$ cat src/design/fcc_pkg.sv
// Shared constants and types of the frequency code compand unit.
`timescale 1ns / 1ps
package fcc_pkg;

  localparam int VALUE_W    = 31;
  localparam int RESULT_W   = 13;
  localparam int WORD_W     = 14;
  localparam int H_W        = 12;
  localparam int CNT_W      = 4;
  localparam int SQRT_STEPS = 6;
  localparam int DIV_STEPS  = 12;
  localparam int MUL_STEPS  = 6;

  localparam int CODE_OFF    = 127;
  localparam int CODE_CAP    = 126;
  localparam int SMALL_LIMIT = 4;
  // any count at or above this compresses to the cap
  localparam int SAT_LIMIT   = 2048;

  localparam logic REQ_COMPRESS = 1'b0;
  localparam logic REQ_EXPAND   = 1'b1;

  typedef logic [WORD_W-1:0] word_t;

  typedef struct packed {
    logic  sub;
    word_t a;
    word_t b;
  } fcc_alu_in_t;

  typedef struct packed {
    logic                       valid;
    logic signed [RESULT_W-1:0] result;
    logic                       range_error;
  } fcc_done_t;

endpackage

$ cat src/design/fcc_req_if.sv
// Request channel: conversion type and value.
`timescale 1ns / 1ps
interface fcc_req_if;
  logic                                valid;
  logic                                ready;
  logic                                req_type;
  logic signed [fcc_pkg::VALUE_W-1:0]  value;

  modport source (output valid, output req_type, output value, input ready);
  modport sink (input valid, input req_type, input value, output ready);
endinterface

$ cat src/design/fcc_rsp_if.sv
// Response channel: converted result and range error flag.
`timescale 1ns / 1ps
interface fcc_rsp_if;
  logic                                valid;
  logic                                ready;
  logic signed [fcc_pkg::RESULT_W-1:0] result;
  logic                                range_error;

  modport source (output valid, output result, output range_error, input ready);
  modport sink (input valid, input result, input range_error, output ready);
endinterface

$ cat src/design/fcc_alu.sv
// Shared add/subtract unit with borrow flag.
`timescale 1ns / 1ps
module fcc_alu (
  input  fcc_pkg::fcc_alu_in_t op,
  output fcc_pkg::word_t       y,
  output logic                 neg
);
  import fcc_pkg::*;

  logic [WORD_W:0] full;

  always_comb begin
    if (op.sub) begin
      full = {1'b0, op.a} - {1'b0, op.b};
    end else begin
      full = {1'b0, op.a} + {1'b0, op.b};
    end
  end

  assign y   = full[WORD_W-1:0];
  assign neg = op.sub & full[WORD_W];
endmodule

$ cat src/design/fcc_seq.sv
// Sequencer: square root, division and multiply steps over the shared unit.
`timescale 1ns / 1ps
module fcc_seq (
  input  logic                               clk,
  input  logic                               rst,
  input  logic                               start,
  input  logic                               req_type,
  input  logic signed [fcc_pkg::VALUE_W-1:0] value,
  input  logic                               take,
  output logic                               idle,
  output fcc_pkg::fcc_done_t                 done
);
  import fcc_pkg::*;

  localparam logic [3:0] ST_IDLE = 4'd0;
  localparam logic [3:0] ST_SQRT = 4'd1;
  localparam logic [3:0] ST_RND  = 4'd2;
  localparam logic [3:0] ST_DIV  = 4'd3;
  localparam logic [3:0] ST_ADDQ = 4'd4;
  localparam logic [3:0] ST_SUB2 = 4'd5;
  localparam logic [3:0] ST_ESUB = 4'd6;
  localparam logic [3:0] ST_EINC = 4'd7;
  localparam logic [3:0] ST_MUL  = 4'd8;
  localparam logic [3:0] ST_EADD = 4'd9;
  localparam logic [3:0] ST_DONE = 4'd10;

  localparam logic [3:0] SQRT_TOP = 4'(2 * (SQRT_STEPS - 1));

  logic [3:0]                 state, state_next;
  word_t                      acc, acc_next;
  word_t                      opa, opa_next;
  logic [H_W-1:0]             opb, opb_next;
  logic [H_W-1:0]             quo, quo_next;
  logic [CNT_W-1:0]           cnt, cnt_next;
  logic signed [RESULT_W-1:0] res, res_next;
  logic                       err, err_next;

  fcc_alu_in_t    alu_in;
  word_t          alu_y;
  logic           alu_neg;
  word_t          bitv;
  word_t          partial;
  logic [3:0]     sh;
  logic           neg_in;
  logic [VALUE_W-2:0] mag;

  fcc_alu u_alu (
    .op  (alu_in),
    .y   (alu_y),
    .neg (alu_neg)
  );

  assign sh      = SQRT_TOP - {cnt[2:0], 1'b0};
  assign bitv    = word_t'(1) << sh;
  assign partial = {acc[WORD_W-2:0], opb[H_W-1]};
  assign neg_in  = value[VALUE_W-1];
  assign mag     = value[VALUE_W-2:0];

  always_comb begin
    alu_in.sub = 1'b0;
    alu_in.a   = '0;
    alu_in.b   = '0;
    unique case (state)
      ST_SQRT: begin
        alu_in.sub = 1'b1;
        alu_in.a   = acc;
        alu_in.b   = opa | bitv;
      end
      ST_RND: begin
        alu_in.a = opa;
        alu_in.b = word_t'(1);
      end
      ST_DIV: begin
        alu_in.sub = 1'b1;
        alu_in.a   = partial;
        alu_in.b   = opa;
      end
      ST_ADDQ: begin
        alu_in.a = opa;
        alu_in.b = {{(WORD_W-H_W){1'b0}}, quo};
      end
      ST_SUB2: begin
        alu_in.sub = 1'b1;
        alu_in.a   = acc;
        alu_in.b   = word_t'(2);
      end
      ST_ESUB: begin
        alu_in.sub = 1'b1;
        alu_in.a   = acc;
        alu_in.b   = {{(WORD_W-H_W-1){1'b0}}, quo, 1'b0};
      end
      ST_EINC: begin
        alu_in.a = {{(WORD_W-H_W){1'b0}}, quo};
        alu_in.b = word_t'(1);
      end
      ST_MUL: begin
        alu_in.a = acc;
        alu_in.b = opa;
      end
      ST_EADD: begin
        alu_in.a = acc;
        alu_in.b = {{(WORD_W-H_W+1){1'b0}}, quo[H_W-1:1]};
      end
      default: begin
      end
    endcase
  end

  always_comb begin
    state_next = state;
    acc_next   = acc;
    opa_next   = opa;
    opb_next   = opb;
    quo_next   = quo;
    cnt_next   = cnt;
    res_next   = res;
    err_next   = err;
    unique case (state)
      ST_IDLE: begin
        if (start) begin
          err_next = 1'b0;
          res_next = '0;
          cnt_next = '0;
          state_next = ST_DONE;
          if (req_type == REQ_COMPRESS) begin
            if (neg_in && (value != '1)) begin
              err_next = 1'b1;
            end else if (neg_in) begin
              res_next = RESULT_W'(CODE_OFF);
            end else if (mag <= (VALUE_W-1)'(SMALL_LIMIT)) begin
              res_next = value[RESULT_W-1:0];
            end else if (mag >= (VALUE_W-1)'(SAT_LIMIT)) begin
              res_next = RESULT_W'(CODE_CAP);
            end else begin
              opb_next   = {value[H_W-2:0], 1'b0};
              acc_next   = {{(WORD_W-H_W){1'b0}}, value[H_W-2:0], 1'b1};
              opa_next   = '0;
              state_next = ST_SQRT;
            end
          end else begin
            if (neg_in || (mag > (VALUE_W-1)'(CODE_OFF))) begin
              err_next = 1'b1;
            end else if (mag == (VALUE_W-1)'(CODE_OFF)) begin
              res_next = '1;
            end else if (mag <= (VALUE_W-1)'(SMALL_LIMIT)) begin
              res_next = value[RESULT_W-1:0];
            end else begin
              acc_next   = {{(WORD_W-7){1'b0}}, value[6:0]};
              quo_next   = {{(H_W-5){1'b0}}, value[6:2]};
              state_next = ST_ESUB;
            end
          end
        end
      end
      ST_SQRT: begin
        if (!alu_neg) begin
          acc_next = alu_y;
          opa_next = (opa >> 1) | bitv;
        end else begin
          opa_next = opa >> 1;
        end
        cnt_next = cnt + 1'b1;
        if (cnt == CNT_W'(SQRT_STEPS - 1)) begin
          state_next = ST_RND;
        end
      end
      ST_RND: begin
        opa_next   = alu_y & ~word_t'(1);
        acc_next   = '0;
        quo_next   = '0;
        cnt_next   = '0;
        state_next = ST_DIV;
      end
      ST_DIV: begin
        acc_next = alu_neg ? partial : alu_y;
        quo_next = {quo[H_W-2:0], ~alu_neg};
        opb_next = opb << 1;
        cnt_next = cnt + 1'b1;
        if (cnt == CNT_W'(DIV_STEPS - 1)) begin
          state_next = ST_ADDQ;
        end
      end
      ST_ADDQ: begin
        acc_next   = alu_y;
        state_next = ST_SUB2;
      end
      ST_SUB2: begin
        if (alu_y > word_t'(CODE_CAP)) begin
          res_next = RESULT_W'(CODE_CAP);
        end else begin
          res_next = alu_y[RESULT_W-1:0];
        end
        state_next = ST_DONE;
      end
      ST_ESUB: begin
        opa_next   = alu_y;
        state_next = ST_EINC;
      end
      ST_EINC: begin
        opb_next   = alu_y[H_W-1:0];
        acc_next   = '0;
        cnt_next   = '0;
        state_next = ST_MUL;
      end
      ST_MUL: begin
        if (opb[0]) begin
          acc_next = alu_y;
        end
        opa_next = opa << 1;
        opb_next = opb >> 1;
        cnt_next = cnt + 1'b1;
        if (cnt == CNT_W'(MUL_STEPS - 1)) begin
          state_next = ST_EADD;
        end
      end
      ST_EADD: begin
        res_next   = alu_y[RESULT_W-1:0];
        state_next = ST_DONE;
      end
      ST_DONE: begin
        if (take) begin
          state_next = ST_IDLE;
        end
      end
      default: begin
        state_next = ST_IDLE;
      end
    endcase
  end

  always_ff @(posedge clk) begin
    if (rst) begin
      state <= ST_IDLE;
    end else begin
      state <= state_next;
    end
    acc <= acc_next;
    opa <= opa_next;
    opb <= opb_next;
    quo <= quo_next;
    cnt <= cnt_next;
    res <= res_next;
    err <= err_next;
  end

  assign idle              = (state == ST_IDLE);
  assign done.valid        = (state == ST_DONE);
  assign done.result       = res;
  assign done.range_error  = err;
endmodule

$ cat src/design/frequency_code_compand_unit.sv
// Top level of the frequency code compand unit.
//
// Channels: req carries req_type (0 compress a usage count, 1 expand a
// 7-bit code) and value; rsp carries result and range_error. Both use a
// valid/ready handshake and move a request at an edge where both are high.
// Each request yields exactly one response.
//
// Out-of-range values, the off marker and the small pass-through values go
// straight to the done state; an expand runs the multiply steps and a
// compress the square-root and division steps. The sequencer takes the
// next request only after the result has moved to the output register.
// All steps run through the one shared adder: six square-root steps,
// twelve restoring division steps and six shift-add multiply steps, one
// per cycle.
//
// Reset (rst, synchronous) returns the sequencer to idle and empties the
// output register. When the receiver stalls, the response holds in the
// output register and the sequencer may take and finish one more request,
// which then waits until the output register frees.
`timescale 1ns / 1ps
module frequency_code_compand_unit (
  input  logic      clk,
  input  logic      rst,
  fcc_req_if.sink   req,
  fcc_rsp_if.source rsp
);
  import fcc_pkg::*;

  fcc_done_t                  done;
  logic                       idle;
  logic                       start;
  logic                       load;
  logic                       out_valid;
  logic signed [RESULT_W-1:0] out_result;
  logic                       out_err;

  assign req.ready = idle;
  assign start     = req.valid & idle;
  assign load      = done.valid & (~out_valid | rsp.ready);

  fcc_seq u_seq (
    .clk      (clk),
    .rst      (rst),
    .start    (start),
    .req_type (req.req_type),
    .value    (req.value),
    .take     (load),
    .idle     (idle),
    .done     (done)
  );

  always_ff @(posedge clk) begin
    if (rst) begin
      out_valid <= 1'b0;
    end else if (load) begin
      out_valid <= 1'b1;
    end else if (rsp.ready) begin
      out_valid <= 1'b0;
    end
    if (load) begin
      out_result <= done.result;
      out_err    <= done.range_error;
    end
  end

  assign rsp.valid       = out_valid;
  assign rsp.result      = out_result;
  assign rsp.range_error = out_err;
endmodule

$ cat src/flat_wrapper.sv
// flat-port wrapper written by rule: the top's interface ports become plain ports
module frequency_code_compand_unit_flat import fcc_pkg::*;
  (clk, rst, req_valid, req_req_type, req_value, req_ready, rsp_valid, rsp_result, rsp_range_error, rsp_ready);
  fcc_req_if req_i ();
  fcc_rsp_if rsp_i ();
  input  logic clk;
  input  logic rst;
  input wire logic [$bits(req_i.valid)-1:0] req_valid;
  input wire logic [$bits(req_i.req_type)-1:0] req_req_type;
  input wire logic [$bits(req_i.value)-1:0] req_value;
  output wire logic [$bits(req_i.ready)-1:0] req_ready;
  output wire logic [$bits(rsp_i.valid)-1:0] rsp_valid;
  output wire logic [$bits(rsp_i.result)-1:0] rsp_result;
  output wire logic [$bits(rsp_i.range_error)-1:0] rsp_range_error;
  input wire logic [$bits(rsp_i.ready)-1:0] rsp_ready;
  assign req_i.valid = req_valid;
  assign req_i.req_type = req_req_type;
  assign req_i.value = req_value;
  assign req_ready = req_i.ready;
  assign rsp_valid = rsp_i.valid;
  assign rsp_result = rsp_i.result;
  assign rsp_range_error = rsp_i.range_error;
  assign rsp_i.ready = rsp_ready;
  frequency_code_compand_unit u_core (.clk(clk), .rst(rst), .req(req_i), .rsp(rsp_i));
endmodule
$ cat config.mk
export PLATFORM = sky130hd
export DESIGN_NAME = frequency_code_compand_unit_flat
export DESIGN_NICKNAME = d
export VERILOG_FILES = /design/src/design/fcc_pkg.sv /design/src/design/fcc_req_if.sv /design/src/design/fcc_rsp_if.sv /design/src/design/fcc_alu.sv /design/src/design/fcc_seq.sv /design/src/design/frequency_code_compand_unit.sv /design/src/flat_wrapper.sv
export SDC_FILE = /design/constraint.sdc
export NUM_CORES = 1
export LEC_CHECK = 0
export ABC_CLOCK_PERIOD_IN_PS = 7650
export BUFFER_PORTS_ARGS = -buffer_cell sky130_fd_sc_hd__clkbuf_2
export CAP_MARGIN = 20
export CORE_MARGIN = 2
export CORE_UTILIZATION = 60
export CTS_BUF_LIST = sky130_fd_sc_hd__clkbuf_8
export DETAILED_ROUTE_END_ITERATION = 8
export PLACE_DENSITY = 0.8
export SETUP_SLACK_MARGIN = 0.02
export SLEW_MARGIN = 20
export SYNTH_ARGS = -nofsm -noshare
export SYNTH_HDL_FRONTEND = slang
export SYNTH_SLANG_ARGS = --single-unit
$ cat constraint.sdc
create_clock -name clk -period 7.65 [get_ports clk]
set_clock_uncertainty 0.1 [all_clocks]
set_input_delay 2.295 -clock clk [delete_from_list [all_inputs] [get_ports clk]]
set_output_delay 2.295 -clock clk [all_outputs]
set_load 0.005 [all_outputs]
== After elaboration in Yosys (flattened, before gate mapping) ==
Index checks and enable logic that the tools add are counted.

* Flip-flop bits (word level): 89
* Latch bits: 0
* Memory bits (writable): 0
* Memory bits (read-only): 0
* Word-level logic and storage cells: 153
* Memories kept: 0

* Add/sub/neg operators: 4
* $mul: 0
* Divide/modulo/power cells: 0
* $lt $le $gt $ge: 4
* Equality and inequality tests: 34
* Shift-type cells: 1
* Muxes and demuxes: 69
* Bitwise operators: 8
* Reduce and logical (&&, ||, !) cells: 22

{| class="wikitable"
|+ Operators with widths
! cell !! count
|-
| $mux W14 || 19
|-
| $pmux W28 S9 || 1
|-
| $mux W12 || 11
|-
| $mux W13 || 9
|-
| $pmux W14 S6 || 1
|-
| $pmux W14 S5 || 1
|-
| $mux W4 || 14
|-
| $pmux W12 S4 || 1
|-
| $pmux W4 S10 || 1
|-
| $pmux W13 S3 || 1
|-
| $pmux W12 S3 || 1
|-
| $ne A31 B31 Y1 const B || 1
|-
| $eq A30 B7 Y1 const B || 1
|-
| $ge A30 B12 Y1 const B || 1
|-
| $gt A30 B7 Y1 const B || 1
|-
| $le A30 B3 Y1 const B || 1
|-
| $ne A2 B2 Y1 const B || 15
|-
| $eq A4 B3 Y1 const B || 5
|-
| $eq A4 B4 Y1 const B || 4
|-
| $add A14 B14 Y15 || 1
|-
| $mux W15 || 1
|-
| $ne A3 B3 Y1 const B || 5
|-
| $sub A14 B14 Y15 || 1
|-
| $gt A14 B7 Y1 const B || 1
|-
| other kinds (29) || 44
|}

== Depth between registers and ports, before layout ==
Gate-level depths: netlist of the first run.

* Depth after elaboration: 9
* Gate-level depth with buffers: 22

== Cells and area by module ==
A second synthesis of the first run with hierarchy kept.

* Cells, all modules: 674
* Area, all modules: 6406.1 um^2

{| class="wikitable"
|+ Modules (own cells, without submodules)
! module !! times used !! cells an instance !! area each (um^2) !! sequential area each (um^2)
|-
| fcc_seq || 1 || 509 || 4929.7 || 2182.1
|-
| fcc_alu || 1 || 145 || 994.7 || 0.0
|-
| frequency_code_compand_unit || 1 || 20 || 481.7 || 440.4
|}

== Worst setup path after synthesis of the first run ==
No wires, ideal clock.

* Kind: reg-to-reg
* From: reg u_core.u_seq.state[1]
* To: reg u_core.u_seq.acc[0], enable pin
* Setup time: 0.407 ns
* Data arrival time: 4.888 ns
* Data required time: 7.143 ns
* Slack: 2.255 ns
* Stages on the path, launching flop included: 20
* Path through: dfxtp_1 > buf_2 > or2_1 > clkbuf_1 > a2bb2oi_1 > a222oi_1 > ha_1 > and3_1 > and2_1 > nor2_1 > xnor2_1 > ha_1 > clkbuf_1 > nand4_1 > a211oi_1 > o21a_1 > a221o_1 > a2111oi_4 > clkbuf_1 > a211oi_1

* Word-level cells in the longest chain between the ends: 7

{| class="wikitable"
|+ Ends and longest elaborated chain
! item !! RTL line !! RTL
|-
| from (decl) || fcc_seq.sv:29 || <nowiki>logic [3:0] state, state_next;</nowiki>
|-
| from (signal assigned) || fcc_seq.sv:235 || <nowiki>state <= state_next;</nowiki>
|-
| $eq A4 B4 Y1, or another cell as far along || fcc_seq.sv:63 || <nowiki>unique case (state)</nowiki>
|-
| $pmux W28 S9 / $reduce_or A4 Y1 (equally long branches) || n/a ||
|-
| $add A14 B14 Y15, or another cell as far along || fcc_alu.sv:16 || <nowiki>full = {1'b0, op.a} + {1'b0, op.b};</nowiki>
|-
| $mux W15 || fcc_alu.sv:13 || <nowiki>if (op.sub) begin</nowiki>
|-
| $and A1 B1 Y1 || fcc_alu.sv:21 || <nowiki>assign neg = op.sub & full[WORD_W];</nowiki>
|-
| $ne A2 B2 Y1 (no line) || n/a ||
|-
| $reduce_and A10 Y1 (no line) * || n/a ||
|-
| to (signal assigned) || fcc_seq.sv:237 || <nowiki>acc <= acc_next;</nowiki>
|-
| to (decl) || fcc_seq.sv:30 || <nowiki>word_t acc, acc_next;</nowiki>
|}

Mark *: on every way between the ends. The rest lies on a longest branch, timed or not.
A chain may end at the register's enable or synchronous reset.

== Worst setup path in the final report of the first run ==
* From: reg u_core.u_seq.state[0]
* To: reg u_core.u_seq.res[2] (data pin)

* Word-level cells in the longest chain between the ends: 7

{| class="wikitable"
|+ Ends and longest elaborated chain
! item !! RTL line !! RTL
|-
| $eq A4 B4 Y1, or another cell as far along || fcc_seq.sv:63, fcc_seq.sv:118 ||
|-
| $pmux W28 S9 / $reduce_or A4 Y1 (equally long branches) || n/a ||
|-
| $add A14 B14 Y15, or another cell as far along || fcc_alu.sv:16 ||
|-
| $mux W15 || fcc_alu.sv:13 ||
|-
| $gt A14 B7 Y1 || fcc_seq.sv:188 || <nowiki>if (alu_y > word_t'(CODE_CAP)) begin</nowiki>
|-
| $mux W13 || fcc_seq.sv:188 ||
|-
| $pmux W13 S3 * || fcc_seq.sv:118 || <nowiki>unique case (state)</nowiki>
|-
| net u_core.u_seq.res_next[2] || fcc_seq.sv:35 || <nowiki>logic signed [RESULT_W-1:0] res, res_next;</nowiki>
|-
| to (signal assigned) || fcc_seq.sv:242 || <nowiki>res <= res_next;</nowiki>
|-
| to (decl) || fcc_seq.sv:35 ||
|}

Mark *: on every way through the listed nets, which the timed path passes. The rest lies on a longest branch.

==> results of run 1 <==
==> sequential cells by signal, indices dropped and copies added, names as in the netlist <==
| name | cells |
|---|---|
| u_core.u_seq.acc | 14 |
| u_core.u_seq.res | 13 |
| u_core.u_seq.err | 1 |
| u_core.rsp.result | 13 |
| u_core.rsp.valid | 1 |
| u_core.u_seq.state | 4 |
| u_core.u_seq.opb | 12 |
| u_core.u_seq.cnt | 4 |
| u_core.rsp.range_error | 1 |
| u_core.u_seq.quo | 12 |
| u_core.u_seq.opa | 14 |
==> placed cells by master (no fill, tap or decap), types with 22 or more instances in the layout <==
cell       n
a21oi_1   41
a222oi_1  31
clkbuf_2  51
edfxtp_1  84
ha_1      22
inv_1     28
nand2_1   68
nor2_1    52
o21ai_0   41
xnor2_1   22
==> through the flow <==
step	hold slack (ps)	instances	instance area (um2)	setup WS, ps
finish	319	893	7150	1440
floorplan	300	712	6550	2250
CTS	322	892	7140	1690
detailed placement	305	876	6960	1710
global placement	302	876	6960	1930
global route	329	893	7150	1230
==> final timing paths <==
kind	start	endpoint	slack, ps	cells past startpoint
hold / removal	u_core.u_seq.res[10]$_DFFE_PP_	u_core.rsp.result[10]$_DFFE_PP_	320	0
setup reg to reg	u_core.u_seq.state[0]$_SDFFE_PP0P_	u_core.u_seq.res[2]$_DFFE_PP_	1440	17
setup / recovery	u_core.u_seq.state[0]$_SDFFE_PP0P_	u_core.u_seq.res[2]$_DFFE_PP_	1440	17
hold reg to reg	u_core.u_seq.res[10]$_DFFE_PP_	u_core.rsp.result[10]$_DFFE_PP_	320	0
==> layer usage <==
metal  vias to the layer above  track usage (%)  wire (um)
met2                       591             61.0      10200
met1                      3077             54.2       8580
met4                         0             15.8        924
met3                        77             7.96       3060
li1                       2851                -          -
met5                         -                0          0
==> worst reg2reg max path, stage by stage (launching register included) <==
cell	delay (ps)
dfxtp_1	820
clkinv_1	450
nand2_1	140
a2bb2oi_1	70
a222oi_1	730
ha_1	350
nor2_1	100
a21o_1	170
inv_1	80
fa_1	460
nand2b_1	230
a21oi_2	200
xnor2_1	180
nor4_1	760
a41oi_1	250
a221oi_2	410
o211a_1	320
o21ai_1	110
==> cell type report <==
class / count / area share [%]
clock buffers: 9 / 1.73
clock inverters: 7 / 0.735
inverters: 29 / 1.52
multi-input cells: 549 / 51.3
flip-flops and latches: 89 / 36.7
well taps: 140 / 2.45
repair buffers: 70 / 5.57
==> cell families after synthesis <==
logic type	count (synthesis)	share of synthesized area [%]
XOR/XNOR	32	4.28
flip-flops	89	40.0
AO/OA/AOI/OAI	240	26.2
buffers and inverters	74	4.53
multiplexers	16	2.46
AND/OR/NAND/NOR	238	18.0
adder cells (fa/ha/maj)	23	4.51
==> impl_metrics.json, run 1 <==
{
  "slew_headroom_pct": 25.1,
  "maxCapViolCount": 0,
  "worst_setup_path_end_kind": "flip-flop",
  "h-tree-depth": 3,
  "tritoncts": "yes",
  "die_span_in_x_um": 108,
  "totalNegativeSetupSlack_ps": 0,
  "post_synth_num_cell_types": 69,
  "globalplace.congestion": 1.02,
  "detail_route.first_pass.iterations": 9,
  "initialDrtViolationCount": 1084,
  "avgSynthCellArea_um2": 9.20,
  "initial_utilization_pct": 60.9,
  "yosys_most_used_dff": "edfxtp_1",
  "worstPathCellList": "clkinv_1 -> nand2_1 -> a2bb2oi_1 -> a222oi_1 -> ha_1 -> nor2_1 -> a21o_1 -> inv_1 -> fa_1 -> nand2b_1 -> a21oi_2 -> xnor2_1 -> nor4_1 -> a41oi_1 -> a221oi_2 -> o211a_1 -> o21ai_1",
  "wl_per_cell_um": 25.5,
  "crit_buf_inv": 2,
  "synth_most_common_cell": "edfxtp_1",
  "crit_path_max_fanout": 23,
  "timing.final.crit_share_pct": 81.1,
  "post_synth_main_area_contributors": "edfxtp_1, a222oi_1, ha_1",
  "run_status": "finished with violations",
  "pin_count_of_the_biggest_net_entering_global_routing": 47,
  "seq_area_frac_synth_pct": 40.0,
  "synth_enable_flop_cells": 84,
  "layout-drive-gt1-share_pct": 13.3,
  "clk_pin_slew_worst_paths_ps": 100,
  "count_of_synthesis_stage_warnings_from_yosys": 0,
  "min-delay-path-class": "flip-flop to flip-flop",
  "fp.coreArea_mm2": 0.0107,
  "timing.critical_path.arrival_ps": 6200,
  "syn_nets": 771,
  "tightestPinTransition_ps": 1120,
  "gr-total-overflow": 0,
  "route.vias.total": 6596,
  "antennaDiodeCount": 0,
  "crit_path_top_delay_cell": "dfxtp_1",
  "slowest_delay_ps": 820,
  "die-height_um": 108,
  "synth_top_area_cell": "edfxtp_1",
  "clock_sink_count": 89,
  "detail_route.drc_violations": 1,
  "post_cts.repair.setup_buffers": 0,
  "drt_wl_total_um": 22800,
  "cts.path.max_buffers": 2,
  "number_of_antenna_violations_at_the_first_check_in_global_routing": 0,
  "rsz0062_at_grt": "false",
  "cts-hold-fix-buffers": 0,
  "final_max_slew_viol_count": 0,
  "cells_after_synth": 712,
  "detail-route-antenna-nets": 0,
  "syn_area_mm2": 0.00655,
  "multi_input_combinational_cell_area_mm2": 0.00366,
  "cts_inserted_buffers": 9,
  "cts_root_buf": "clkbuf_8",
  "hold_violations": 0,
  "critPathTopFamily": "compound AO/OA/AOI/OAI gates",
  "fp-row-count": 38,
  "final_net_count": 807,
  "io_buffers": 51,
  "ys_seq_elements": 89,
  "first_global_vias": 5963,
  "cp-start-kind": "flip-flop",
  "final_core_area_utilization_pct": 66.5,
  "critical_path_start_end_classification": "flip-flop to flip-flop",
  "post_synth_most_frequent_cells": "edfxtp_1, nand2_1, nor2_1",
  "flow.area_growth_from_synthesis_pct": 9.11,
  "fmax_mhz": 161,
  "hpwl_detailed_um": 17200,
  "ctsResizeCount": 0,
  "drt-vias-per-instance": 7.39,
  "insertion_delay_ps": 370,
  "n_fill_cell": 900,
  "grt_pass1_wl_um": 34400,
  "timing.critical_path.required_ps": 7640,
  "setup_violations": 0,
  "track_usage_pct": 39.4,
  "synth_top_area_share_pct": 38.5,
  "top_level_ports": 52,
  "final_period_minus_worst_setup_slack_ps": 6210,
  "ys_async_sr_fraction_pct": 0,
  "seq_area_mm2": 0.00262,
  "failing_checks": "DRC",
  "dieArea_mm2": 0.0118
}
Power of run 1 is left out: the tool's default activity adds up to more than one toggle a clock period on the data nets, which glitch-free logic cannot reach.
==> run 2: changes to the inputs <==
Settings changed: ABC_CLOCK_PERIOD_IN_PS 7650 to 5100, CORE_UTILIZATION 60 to 57, PLACE_DENSITY 0.8 to 0.79.
Clock period 7.65 ns to 5.1 ns, I/O delays scaled along.
==> run 2 against run 1 <==
Against the previous run:
- the run still ends with DRC left
- first-iteration DRC count up 10%
- cell count up 6.2%
- sequential share of layout area down 3.1 points
- worst hold slack better by 7.0 ps
==> impl_metrics.json, run 2 (synthesized netlist as in run 1, its figures left out) <==
{
  "run_status": "finished with violations",
  "failing_checks": "DRC",
  "cts_inserted_buffers": 9,
  "number_of_antenna_violations_at_the_first_check_in_global_routing": 0,
  "worst_setup_path_end_kind": "flip-flop",
  "fp-row-count": 39,
  "antennaDiodeCount": 0,
  "detail-route-antenna-nets": 0,
  "mostFrequentLayoutCells": "edfxtp_1, nand2_1, buf_4",
  "drt-vias-per-instance": 7.09,
  "insertion_delay_ps": 380,
  "initialDrtViolationCount": 1194,
  "slew_headroom_pct": 32.9,
  "layout_commonest_cell": "edfxtp_1",
  "area_of_all_placed_cells_without_fillers_mm2": 0.00782,
  "initial_utilization_pct": 57.8,
  "top_level_ports": 52,
  "wl_per_cell_um": 24.4,
  "track_usage_pct": 36.4,
  "timing.critical_path.required_ps": 5110,
  "final_period_minus_worst_setup_slack_ps": 5030,
  "fmax_mhz": 199,
  "clock_sink_count": 89,
  "fin_ws_ps": 70.0,
  "die_span_in_x_um": 111,
  "clk_pin_slew_worst_paths_ps": 100,
  "grt_pass1_wl_um": 35000,
  "timing.critical_path.arrival_ps": 5040,
  "maxCapViolCount": 0,
  "timing.final.crit_share_pct": 98.6,
  "hold_violations": 0,
  "cts_root_buf": "clkbuf_8",
  "placedInstanceArea_mm2": 0.00721,
  "first_global_vias": 6258,
  "hpwl_detailed_um": 17100,
  "setup_violations": 0,
  "gr-total-overflow": 0,
  "detail_route.drc_violations": 14,
  "pin_count_of_the_biggest_net_entering_global_routing": 36,
  "detailedPlace.worstSlack_ps": -134,
  "cts.path.max_buffers": 2,
  "crit_path_max_fanout": 8,
  "io_buffers": 51,
  "globalplace.congestion": 1.12,
  "route.vias.total": 6723,
  "cts-hold-fix-buffers": 0,
  "min-delay-path-class": "flip-flop to flip-flop",
  "die-height_um": 111,
  "flow.area_growth_from_synthesis_pct": 19.4,
  "fp.coreArea_mm2": 0.0113,
  "drt_wl_total_um": 23200,
  "layout-drive-gt1-share_pct": 22.5,
  "tritoncts": "yes",
  "final_max_slew_viol_count": 0,
  "h-tree-depth": 3,
  "detail_route.first_pass.iterations": 9,
  "final_net_count": 859,
  "cp-start-kind": "flip-flop",
  "tightestPinTransition_ps": 1010,
  "dieArea_mm2": 0.0124,
  "critical_path_start_end_classification": "flip-flop to flip-flop",
  "largest_registers": "u_core.u_seq.acc (14), u_core.u_seq.opa (14)"
}
run 2: cell types whose count changed in the layout (fill, tap and decap cells not counted), sizes merged:
cell and delta:
buf +51, bufbuf +1, bufinv +2, clkinv -2
run 2: final cells by class:
type | instances | area (um2)
clock inverter | 7 | 92.6
inverter | 29 | 109
fill | 876 | 3500
tap | 143 | 179
multi-input combinational | 549 | 3830
sequential | 89 | 2630
timing repair buffer | 122 | 858
clock buffer | 9 | 124
run 2: repair_timing:
item,CTS,global route
pin swaps,3,12
buffers inserted,2,17
cloned,1,1
endpoints found under the setup margin,27,48
resized for setup,3,39
run 2: path summary, 6_finish.rpt:
kind | from | endpoint | slack (ps) | cells after the start
worst max-delay path | u_core.u_seq.cnt[1]$_SDFFCE_PN0P_ | u_core.u_seq.acc[10]$_DFFE_PP_ | 70 | 20
worst max register to register | u_core.u_seq.cnt[1]$_SDFFCE_PN0P_ | u_core.u_seq.acc[10]$_DFFE_PP_ | 70 | 20
worst min-delay path | u_core.u_seq.res[2]$_DFFE_PP_ | u_core.rsp.result[2]$_DFFE_PP_ | 330 | 0
worst min register to register | u_core.u_seq.res[2]$_DFFE_PP_ | u_core.rsp.result[2]$_DFFE_PP_ | 330 | 0
run 2: worst max-delay path, cell delays in order, from the launching register on:
cell and delay (ps):
edfxtp_1 410, buf_4 170, ha_4 260, nand3_2 100, nand2_1 70, a211o_4 350
nor4_4 320, and2_4 200, a21oi_1 70, xnor2_1 250, ha_2 350, nand4_1 190
o22ai_2 160, o21a_1 220, a221o_1 360, a2111oi_4 490, buf_4 210, clkbuf_16 150
nor2_1 50, a21oi_1 140, o221ai_1 130
run 2: per-stage QoR:
step	instances	hold slack, ps	TNS [ps]	utilization (%)
floorplan	712	300	0	-
global placement	911	301	-626	63.7
detailed placement	911	305	-1920	63.7
CTS	930	327	0	66.1
global route	948	336	-141	69.1
finish	948	326	0	69.1
run 2: per-layer routing:
metal	routed length, um	GRT usage (%)	share of wire [%]
met5	0	0	0
met1	8580	49.1	37
met3	3170	8.15	14
met2	10500	57.0	45
met4	920	14.7	4.0
Power of run 2 is left out for the same reason.
==> run 3: changes to the inputs <==
Settings changed: SYNTH_HIERARCHICAL set to 1.
==> run 3 against run 2 <==
Against the previous run:
- the run now ends clean
- worst setup slack improved by 190 ps
- non-clock buffer count decreased by 13
- first-iteration DRC count decreased by 8.9%
- cell count decreased by 4.7%
- synthesized area decreased by 2.2%
- via count decreased by 7.4%
- routed wire length decreased by 10%
- clock-buffer cell count unchanged
- critical endpoint is now u_core/u_seq/acc[5]$_DFFE_PP_
- die area decreased by 2.1%
- worst hold slack got worse by 1.9 ps
- critical path type unchanged
==> impl_metrics.json, run 3 <==
{
  "slowest_delay_ps": 410,
  "layout-drive-gt1-share_pct": 21.9,
  "route.vias.total": 6226,
  "synth_compound_gate_area_share_pct": 25.0,
  "timing.final.crit_share_pct": 94.9,
  "post_synth_main_area_contributors": "edfxtp_1, a222oi_1, nand2_1",
  "post_synth_most_frequent_cells": "edfxtp_1, nand2_1, nor2_1",
  "maxCapViolCount": 0,
  "initialDrtViolationCount": 1088,
  "seq_area_frac_synth_pct": 40.9,
  "synth_top_family_by_area": "compound AO/OA/AOI/OAI gates",
  "drt-vias-per-instance": 6.89,
  "global_route.usage.met2_pct": 51.7,
  "setup.reg_to_reg.worst_slack_ps": 260,
  "cts.path.max_buffers": 2,
  "min-delay-path-class": "flip-flop to flip-flop",
  "synth_enable_flop_cells": 84,
  "slew_headroom_pct": 41.6,
  "detail-route-antenna-nets": 0,
  "globalplace.congestion": 0.991,
  "synth_simple_gate_area_share_pct": 20.2,
  "number_of_antenna_violations_at_the_first_check_in_global_routing": 0,
  "regToRegEndpoint": "u_core/u_seq/acc[5]$_DFFE_PP_",
  "crit_path_max_fanout": 14,
  "clk_pin_slew_worst_paths_ps": 100,
  "crit_buf_inv": 3,
  "initial_utilization_pct": 58.8,
  "cp-start-kind": "flip-flop",
  "hold_end": "u_core/rsp.result[5]$_DFFE_PP_",
  "n_fill_cell": 871,
  "detail_route.drc_violations": 0,
  "synth_mux_area_share_pct": 1.11,
  "met3_usage_pct": 7.47,
  "top_level_ports": 52,
  "use_met1_pct": 48.1,
  "tritoncts": "yes",
  "synth_top_area_cell": "edfxtp_1",
  "worst_path_most_repeated_cell": "a21oi_1",
  "hpwl_detailed_um": 15000,
  "die_span_in_x_um": 110,
  "worstPathCellList": "nand2b_1 -> nor2_4 -> buf_4 -> a222oi_1 -> nand3_2 -> nor3_4 -> nand2_1 -> nor3_2 -> a21oi_1 -> xnor2_1 -> ha_2 -> a21oi_1 -> nor2b_2 -> nor3_1 -> a21oi_1 -> nor3b_1 -> buf_4 -> o22ai_1 -> a21oi_1 -> nor2_1 -> a31oi_1 -> a21oi_1 -> buf_4",
  "avgSynthCellArea_um2": 9.50,
  "count_of_synthesis_stage_warnings_from_yosys": 6,
  "ys_async_sr_fraction_pct": 0,
  "synthAdderAreaFrac_pct": 4.22,
  "timing.critical_path.arrival_ps": 4840,
  "timing.hold.worst_path_depth": 0,
  "hold_violations": 0,
  "fp.coreArea_mm2": 0.0109,
  "mostFrequentLayoutCells": "edfxtp_1, nand2_1, buf_4",
  "regToRegStartpoint": "u_core/u_seq/state[2]$_SDFFE_PP0P_",
  "cells_after_synth": 674,
  "synth_most_common_cell": "edfxtp_1",
  "final_max_slew_viol_count": 0,
  "syn_nets": 731,
  "post_synth_num_cell_types": 86,
  "grt_pass1_wl_um": 30900,
  "fmax_mhz": 207,
  "dieArea_mm2": 0.0121,
  "pin_count_of_the_biggest_net_entering_global_routing": 38,
  "fp-row-count": 38,
  "timing.critical_path.required_ps": 5110,
  "crit_path_top_delay_cell": "dfxtp_1",
  "synth_top_area_share_pct": 39.4,
  "die-height_um": 110,
  "ys_seq_elements": 89,
  "setup_violations": 0,
  "syn_area_mm2": 0.00641,
  "final_net_count": 815,
  "worst_setup_path_end_kind": "flip-flop",
  "flow.area_growth_from_synthesis_pct": 14.5,
  "tightestPinTransition_ps": 873,
  "h-tree-depth": 3,
  "first_global_vias": 5672,
  "track_usage_pct": 34.3,
  "yosys_most_used_dff": "edfxtp_1",
  "yosys.area_share.xor_xnor_pct": 3.69,
  "layout_commonest_cell": "edfxtp_1",
  "final_core_area_utilization_pct": 67.3,
  "cts_inserted_buffers": 9,
  "timing.hold.worst.start": "u_core/u_seq/res[5]$_DFFE_PP_",
  "run_status": "completed",
  "wl_per_cell_um": 23.0,
  "top_usage_layer": "met2",
  "cts-hold-fix-buffers": 0,
  "critical_path_start_end_classification": "flip-flop to flip-flop",
  "antennaDiodeCount": 0,
  "drt_wl_total_um": 20800,
  "final_period_minus_worst_setup_slack_ps": 4840,
  "io_buffers": 51,
  "clock_sink_count": 89,
  "cts_root_buf": "clkbuf_8",
  "gr-total-overflow": 0,
  "worstRegToRegCells": 23,
  "largest_registers": "u_core/u_seq/acc (14), u_core/u_seq/opa (14)",
  "critPathTopFamily": "simple AND/OR/NAND/NOR gates",
  "insertion_delay_ps": 360,
  "detail_route.first_pass.iterations": 9
}
==> run 3: cell count changes in the layout (fill, tap and decap cells not counted), moves of 7 or more <==
cell | previous run | this run
o21ai_1 | 17 | 2
nand2_1 | 68 | 81
a22o_1 | 4 | 13
mux2i_1 | 15 | 6
a22oi_1 | 12 | 20
buf_4 | 64 | 56
o221ai_1 | 9 | 1
xor2_1 | 10 | 2
o21ai_0 | 40 | 33
xnor2_1 | 18 | 25
==> run 3: worst reg2reg max path: stages, from the launching register on <==
cell and delay, ps:
dfxtp_1 410, nand2b_1 210, nor2_4 90, buf_4 170
a222oi_1 400, nand3_2 200, nor3_4 240, nand2_1 120
nor3_2 190, a21oi_1 110, xnor2_1 160, ha_2 350
a21oi_1 260, nor2b_2 110, nor3_1 200, a21oi_1 90
nor3b_1 180, buf_4 210, o22ai_1 100, a21oi_1 160
nor2_1 70, a31oi_1 150, a21oi_1 70, buf_4 230
==> run 3: final cells by class <==
| cell class | count | area [um2] | area share [%] |
|---|---|---|---|
| Multi-Input combinational cell | 525 | 3570 | 48.7 |
| Clock inverter | 7 | 51.3 | 0.700 |
| Timing Repair Buffer | 109 | 698 | 9.52 |
| Sequential cell | 89 | 2630 | 35.8 |
| Clock buffer | 9 | 124 | 1.69 |
| Tap cell | 140 | 175 | 2.39 |
| Inverter | 24 | 90.1 | 1.23 |
==> run 3: metal layers <==
layer	part of all wire (%)	vias to the layer above
met4	4.1	0
met1	40	2920
met2	45	436
met3	11	72
met5	0	-
li1	-	2798
==> run 3: timing repair <==
| item | CTS | global route |
|---|---|---|
| hold endpoints to repair | 0 | 0 |
| setup buffers | 0 | 7 |
| setup endpoints to repair | 1 | 43 |
| pin swaps | 0 | 7 |
| gates resized for setup | 1 | 20 |
==> run 3: worst max path at each step <==
stage               depth (start not counted)                       endpoint  slack [ps]                                from
floorplan                                  22  u_core/u_seq/acc[0]$_DFFE_PP_         240  u_core/u_seq/state[0]$_SDFFE_PP0P_
global route                               24  u_core/u_seq/acc[5]$_DFFE_PP_         -60  u_core/u_seq/state[3]$_SDFFE_PP0P_
finish                                     23  u_core/u_seq/acc[5]$_DFFE_PP_         260  u_core/u_seq/state[2]$_SDFFE_PP0P_
global placement                           20  u_core/u_seq/res[1]$_DFFE_PP_          -4  u_core/u_seq/state[3]$_SDFFE_PP0P_
CTS                                        20  u_core/u_seq/acc[9]$_DFFE_PP_          50  u_core/u_seq/state[0]$_SDFFE_PP0P_
detailed placement                         20  u_core/u_seq/res[1]$_DFFE_PP_          40  u_core/u_seq/state[3]$_SDFFE_PP0P_
==> run 3: stage by stage <==
step | setup TNS, ps | area [um2] | cells | hold slack (ps) | worst slack [ps]
2_1_floorplan | 0 | 6410 | 674 | 300 | 239
3_3_place_gp | -4.21 | 7020 | 880 | 300 | -4.21
3_5_place_dp | 0 | 7020 | 880 | 305 | 37.0
4_1_cts | 0 | 7200 | 896 | 327 | 50.0
5_1_grt | -801 | 7330 | 903 | 337 | -57.3
6_report | 0 | 7330 | 903 | 324 | 261
==> run 3: cells by family after synthesis <==
| kind of cell | after synthesis |
|---|---|
| buf+inv | 60 |
| simple gates | 253 |
| compound gates | 217 |
| mux | 7 |
| xor+xnor | 27 |
| fa+ha+maj | 21 |
| flops | 89 |
Power of run 3 is left out for the same reason.
